===== src/sdft_pkg.sv =====
// Shared types and constants for the sliding DFT bin magnitude block.
package sdft_pkg;

  localparam int unsigned SampleW = 16;
  localparam int unsigned BinW    = 48;
  localparam int unsigned TwW     = 36;
  localparam int unsigned CsW     = 18;
  localparam int unsigned MagW    = 24;
  localparam int unsigned CfgIdxW = 3;
  localparam int unsigned CfgW    = 36;
  localparam int unsigned FracW   = 16;

  localparam logic [CfgIdxW-1:0] CfgWindow = 3'd0;
  // highest index that can hold a twiddle
  localparam logic [CfgIdxW-1:0] CfgTwLast = 3'd4;

  localparam logic [TwW-1:0] TwReset = 36'h4_0000_0000;

  localparam logic signed [BinW-1:0] BinMax = {1'b0, {(BinW-1){1'b1}}};
  localparam logic signed [BinW-1:0] BinMin = {1'b1, {(BinW-1){1'b0}}};
  localparam logic [MagW-1:0] MagMax = '1;

  // token handed from one bin cell to the next
  typedef struct packed {
    logic                    vld;
    logic signed [17:0]      diff;
  } sdft_tok_t;

  // magnitude request from a cell
  typedef struct packed {
    logic                   vld;
    logic signed [BinW-1:0] re;
    logic signed [BinW-1:0] im;
  } sdft_mreq_t;

  function automatic logic signed [BinW-1:0] sat48(input logic signed [BinW+2:0] v);
    if (v > $signed({3'b000, BinMax})) return BinMax;
    if (v < $signed({3'b111, BinMin})) return BinMin;
    return v[BinW-1:0];
  endfunction

endpackage


===== src/sdft_mag.sv =====
// Magnitude unit: squares in pieces, then a bit-serial square root.
module sdft_mag
  import sdft_pkg::*;
(
  input  logic                   clk_i,
  input  logic                   rst_ni,
  input  logic                   start_i,
  input  logic signed [BinW-1:0] re_i,
  input  logic signed [BinW-1:0] im_i,
  output logic                   busy_o,
  output logic                   done_o,
  output logic [MagW-1:0]        mag_o
);

  localparam logic [2:0] SIdle = 3'd0, SSq = 3'd1, SRoot = 3'd2, SOut = 3'd3;

  logic [2:0]  st_q;
  logic [47:0] ar_q, ai_q;
  logic [1:0]  ph_q;
  logic [96:0] acc_q;
  logic [63:0] x_q, r_q;
  logic [5:0]  cnt_q;
  logic [63:0] bit_v, trial;
  logic [23:0] a_part;
  logic [47:0] a_full;
  logic [71:0] pp;

  assign bit_v  = 64'd1 << {cnt_q, 1'b0};
  assign trial  = r_q + bit_v;
  // square by 24-bit slices: x*x = sum over slices
  assign a_full = ph_q[1] ? ai_q : ar_q;
  assign a_part = ph_q[0] ? a_full[47:24] : a_full[23:0];
  assign pp     = 72'(a_full) * 72'(a_part);

  always_ff @(posedge clk_i or negedge rst_ni) begin
    if (!rst_ni) begin
      st_q   <= SIdle;
      done_o <= 1'b0;
    end else begin
      done_o <= 1'b0;
      unique case (st_q)
        SIdle: if (start_i) begin
          ar_q  <= re_i[BinW-1] ? 48'(-re_i) : 48'(re_i);
          ai_q  <= im_i[BinW-1] ? 48'(-im_i) : 48'(im_i);
          ph_q  <= 2'd0;
          acc_q <= '0;
          st_q  <= SSq;
        end
        SSq: begin
          acc_q <= acc_q + (ph_q[0] ? {1'b0, pp, 24'd0} : {25'd0, pp});
          ph_q  <= ph_q + 2'd1;
          if (ph_q == 2'd3) st_q <= SRoot;
          cnt_q <= 6'd31;
          r_q   <= '0;
        end
        SRoot: begin
          ph_q <= 2'd1;
          if (ph_q == 2'd0) begin
            x_q <= acc_q[95:32];
          end else begin
            if (x_q >= trial) begin
              x_q <= x_q - trial;
              r_q <= (r_q >> 1) + bit_v;
            end else begin
              r_q <= r_q >> 1;
            end
            cnt_q <= cnt_q - 6'd1;
            if (cnt_q == 6'd0) st_q <= SOut;
          end
        end
        SOut: begin
          mag_o  <= (r_q > 64'(MagMax)) ? MagMax : r_q[MagW-1:0];
          done_o <= 1'b1;
          st_q   <= SIdle;
        end
        default: st_q <= SIdle;
      endcase
    end
  end

  assign busy_o = (st_q != SIdle);

endmodule


===== config.mk =====
export PLATFORM = sky130hd
export DESIGN_NAME = sdft_mag
export DESIGN_NICKNAME = d
export VERILOG_FILES = /design/src/sdft_pkg.sv /design/src/sdft_mag.sv
export SDC_FILE = /design/constraint.sdc
export NUM_CORES = 2
export LEC_CHECK = 0
export BUFFER_PORTS_ARGS = -buffer_cell sky130_fd_sc_hd__buf_2
export CORE_MARGIN = 1
export CORE_UTILIZATION = 40
export DETAILED_ROUTE_END_ITERATION = 10
export PLACE_DENSITY = 0.61
export SLEW_MARGIN = 0
export SYNTH_ARGS = -nofsm -noshare
export SYNTH_HDL_FRONTEND = slang
export SYNTH_SLANG_ARGS = --single-unit

===== constraint.sdc =====
create_clock -name clk_i -period 10.77 [get_ports clk_i]
set_clock_uncertainty 0.05 [all_clocks]
set_input_delay 2.154 -clock clk_i [delete_from_list [all_inputs] [get_ports clk_i]]
set_output_delay 2.154 -clock clk_i [all_outputs]
set_load 0.01 [all_outputs]

==> flow_summary.toml <==
[outcome]
outcome = "finished with violations"
violations = "setup timing"

[timing]
worst_slew_pin_slew_ns = 1.090
rsz0062_at_grt = "true"
timing.setup.tns_ns = -0.7521
setup_ws_ns = -0.1336
slew_violations = 0
fin_crit_ns = 10.90
hold_viol = 0
max_freq_ghz = 0.09171
fin_crit_sh = 1.012
finalSetupViolCount = 11
slew_headroom = 0.2718

[setup_path]
crit_family = "adder cells"
worstPathArrival_ns = 11.22
cp.depth = 45
crit_fanout = 7
critPathMaxStageDelay_ns = 0.58
endpoint_kind = "flop"
cpMostUsedCell = "fa_1"
crit_buf_inv = 10
cp_slowest_cell = "fa_1"
crit_required_ns = 11.08
critical_path.startpoint_type = "flop"
r2r_cells = 45
worstSetupPathType = "reg2reg"

[synth]
yosys.area_share.adder = 0.3891
synthMuxAreaShare = 0.02117
synth_fp_nets = 9245
async_flop_share = 0.008451
synthTopCellsByCount = "inv_1 (1177), nand2_1 (1108), fa_1 (1012)"
yosys.area_share.xor_xnor = 0.05646
synth_most_common_cell = "inv_1"
ys_ff_latch = 355
syn_inst = 7698
synth_cell_types = 74
ys_seq_area_frac = 0.1611
yosys-top-cells-area = "fa_1 (31%), edfxtp_1 (16%), ha_1 (8.3%), inv_1 (6.7%), nand2_1 (6.3%)"
synth_compound_area_frac = 0.1244
synth_edf_count = 352
synth_top_area_frac = 0.3066
synth_area_sq_mm = 0.06608
synthSimpleGateAreaFrac = 0.1604
yosys.area.top_type = "fa_1"
synth_top_flop_cell = "edfxtp_1"
avgSynthCellArea_sq_um = 8.584
synth_top_family_by_area = "adder cells"
synth_warnings = 0

[floorplan]
fp.dieH_um = 408.5
core-area_sq_mm = 0.1633
rows = 148
die_x_um = 408.5
pin_count = 125
initial_core_util = 0.4046
dieArea_sq_mm = 0.1668

[clocking]
cts_buffers = 48
clock_path_buffers = 3
cts_sinks = 355
clk_latency_ns = 0.68
cts_tree = "done"
clk_pin_slew_ns = 0.07
clk_root_buffer_cell = "clkbuf_16"
postCtsHoldBufs = 0
htreeDepth = 2

[cells_and_area]
final_nets = 10296
syn2layout_area_growth_pct = 26.94
drive_above_1_share = 0.2333
num-fill-cells = 15178

[drt]
wl_um = 250300
drtAntennaViolNets = 0
num_vias = 60026
vias_per_cell = 5.471
drtIter0Drc = 5227
wire_per_inst_um = 22.82
drc = 0
first_pass_iters = 6

[grt]
grt_max_degree = 85
grt_pass1_wl_um = 370200
grt_util_all_layers = 0.2914
antenna_found_initial = 5
grt_pass1_vias = 61216
grt-ovfl-total = 0

[hold_path]
hp-class = "reg2reg"
whs_path_depth = 2

[placed_design]
dpl_worst_slack_ns = -1.009
gp_congestion = 1.009
port_buffers = 124
dpl.hpwl_um = 201500

[run]
max_cap_violations = 0
[logic make-up (layout without fill, tap and decap cells)]
logic type	count (synthesis)	after routing
simple gates	2473	2473
buf+inv	1537	2627
fa+ha+maj	1448	1448
compound gates	1328	1328
xor+xnor	426	426
flops	355	355
mux	131	131
other cells	0	8
[through the flow]
step                hold slack, ns  area, sq um  utilization  std cells
floorplan                   0.4535        66190            -       7698
finish                      0.4668        83890       0.5136      10971
CTS                         0.4414        80960       0.4957      10879
detailed placement          0.5048        76750       0.4699      10673
global placement            0.4809        76750       0.4699      10673
global route                0.4958        83870       0.5135      10965
[repair_timing]
item                                    4_1_cts  5_1_grt
hold endpoints to repair                      0        0
pin swaps                                    91      207
gates resized for setup                     322      484
gates cloned                                 10        9
endpoints found under the setup margin       48       53
buffers inserted                            108       88
[final timing paths]
check,start,end,slack (ns)
max in group asynchronous,rst_ni,st_q[1],9.11
worst min-delay path,acc_q[36],x_q[4],0.47
worst min register to register,acc_q[36],x_q[4],0.47
worst max register to register,ph_q[1],acc_q[95],-0.13
min in group asynchronous,rst_ni,done_o,1.29
worst max-delay path,ph_q[1],acc_q[95],-0.13
[worst reg2reg max path: cells and delay by family (launching register included)]
family | cells | cell delay (ns)
buffers and inverters | 10 | 1.16
AOI/OAI and AO/OA | 14 | 2.49
DFF | 1 | 0.36
muxes | 1 | 0.21
adders and majority gates | 9 | 4.21
and+or+nand+nor | 8 | 1.60
xor gates and xnor gates | 3 | 0.52
[flip-flops by register name (all words and copies together), names as in the netlist]
name    cells
r_q        64
mag_o      24
ar_q       48
ai_q       48
done_o      1
x_q        64
st_q        2
ph_q        2
acc_q      96
cnt_q       6
[final cells by class]
type	count	area, sq um	area share
multi-input cells	5806	52780	0.6292
repair buffers	1358	11610	0.1384
flip-flops and latches	355	10650	0.1269
inverters	1180	4437	0.05289
well taps	2175	2721	0.03244
clock buffers	51	1212	0.01445
clock inverters	38	462.9	0.005519
diodes	8	20.02	0.0002386
[routing by layer]
metal,track usage,up-vias,share of wire
met3,0.05679,647,0.085
met2,0.4605,2644,0.45
li1,-,27035,-
met5,0,-,0.000048
met1,0.3878,29698,0.41
met4,0.1264,2,0.053
[cell usage in the layout (no fill, tap or decap), drive strengths merged, types with 10 or more instances in the layout]
cell / n
o31ai: 62
o211ai: 22
fa: 1012
or3: 36
nand2b: 64
xor2: 159
a21oi: 374
and2: 76
nor3: 59
a21o: 143
nand4: 81
a31o: 21
edfxtp: 352
nand2: 1108
nand3: 76
a21boi: 27
and3: 32
or2: 14
o21a: 32
nor2: 818
o41ai: 20
clkbuf: 59
nor2b: 38
and4: 10
buf: 1346
or4: 19
nor4: 32
mux2i: 61
ha: 436
a31oi: 71
o21ai: 365
xnor2: 267
mux2: 70
clkinv: 19
inv: 1185
o21bai: 79
a211oi: 37
Power is left out: the tool's default activity adds up to more than one toggle a clock period on the data nets, which glitch-free logic cannot reach.
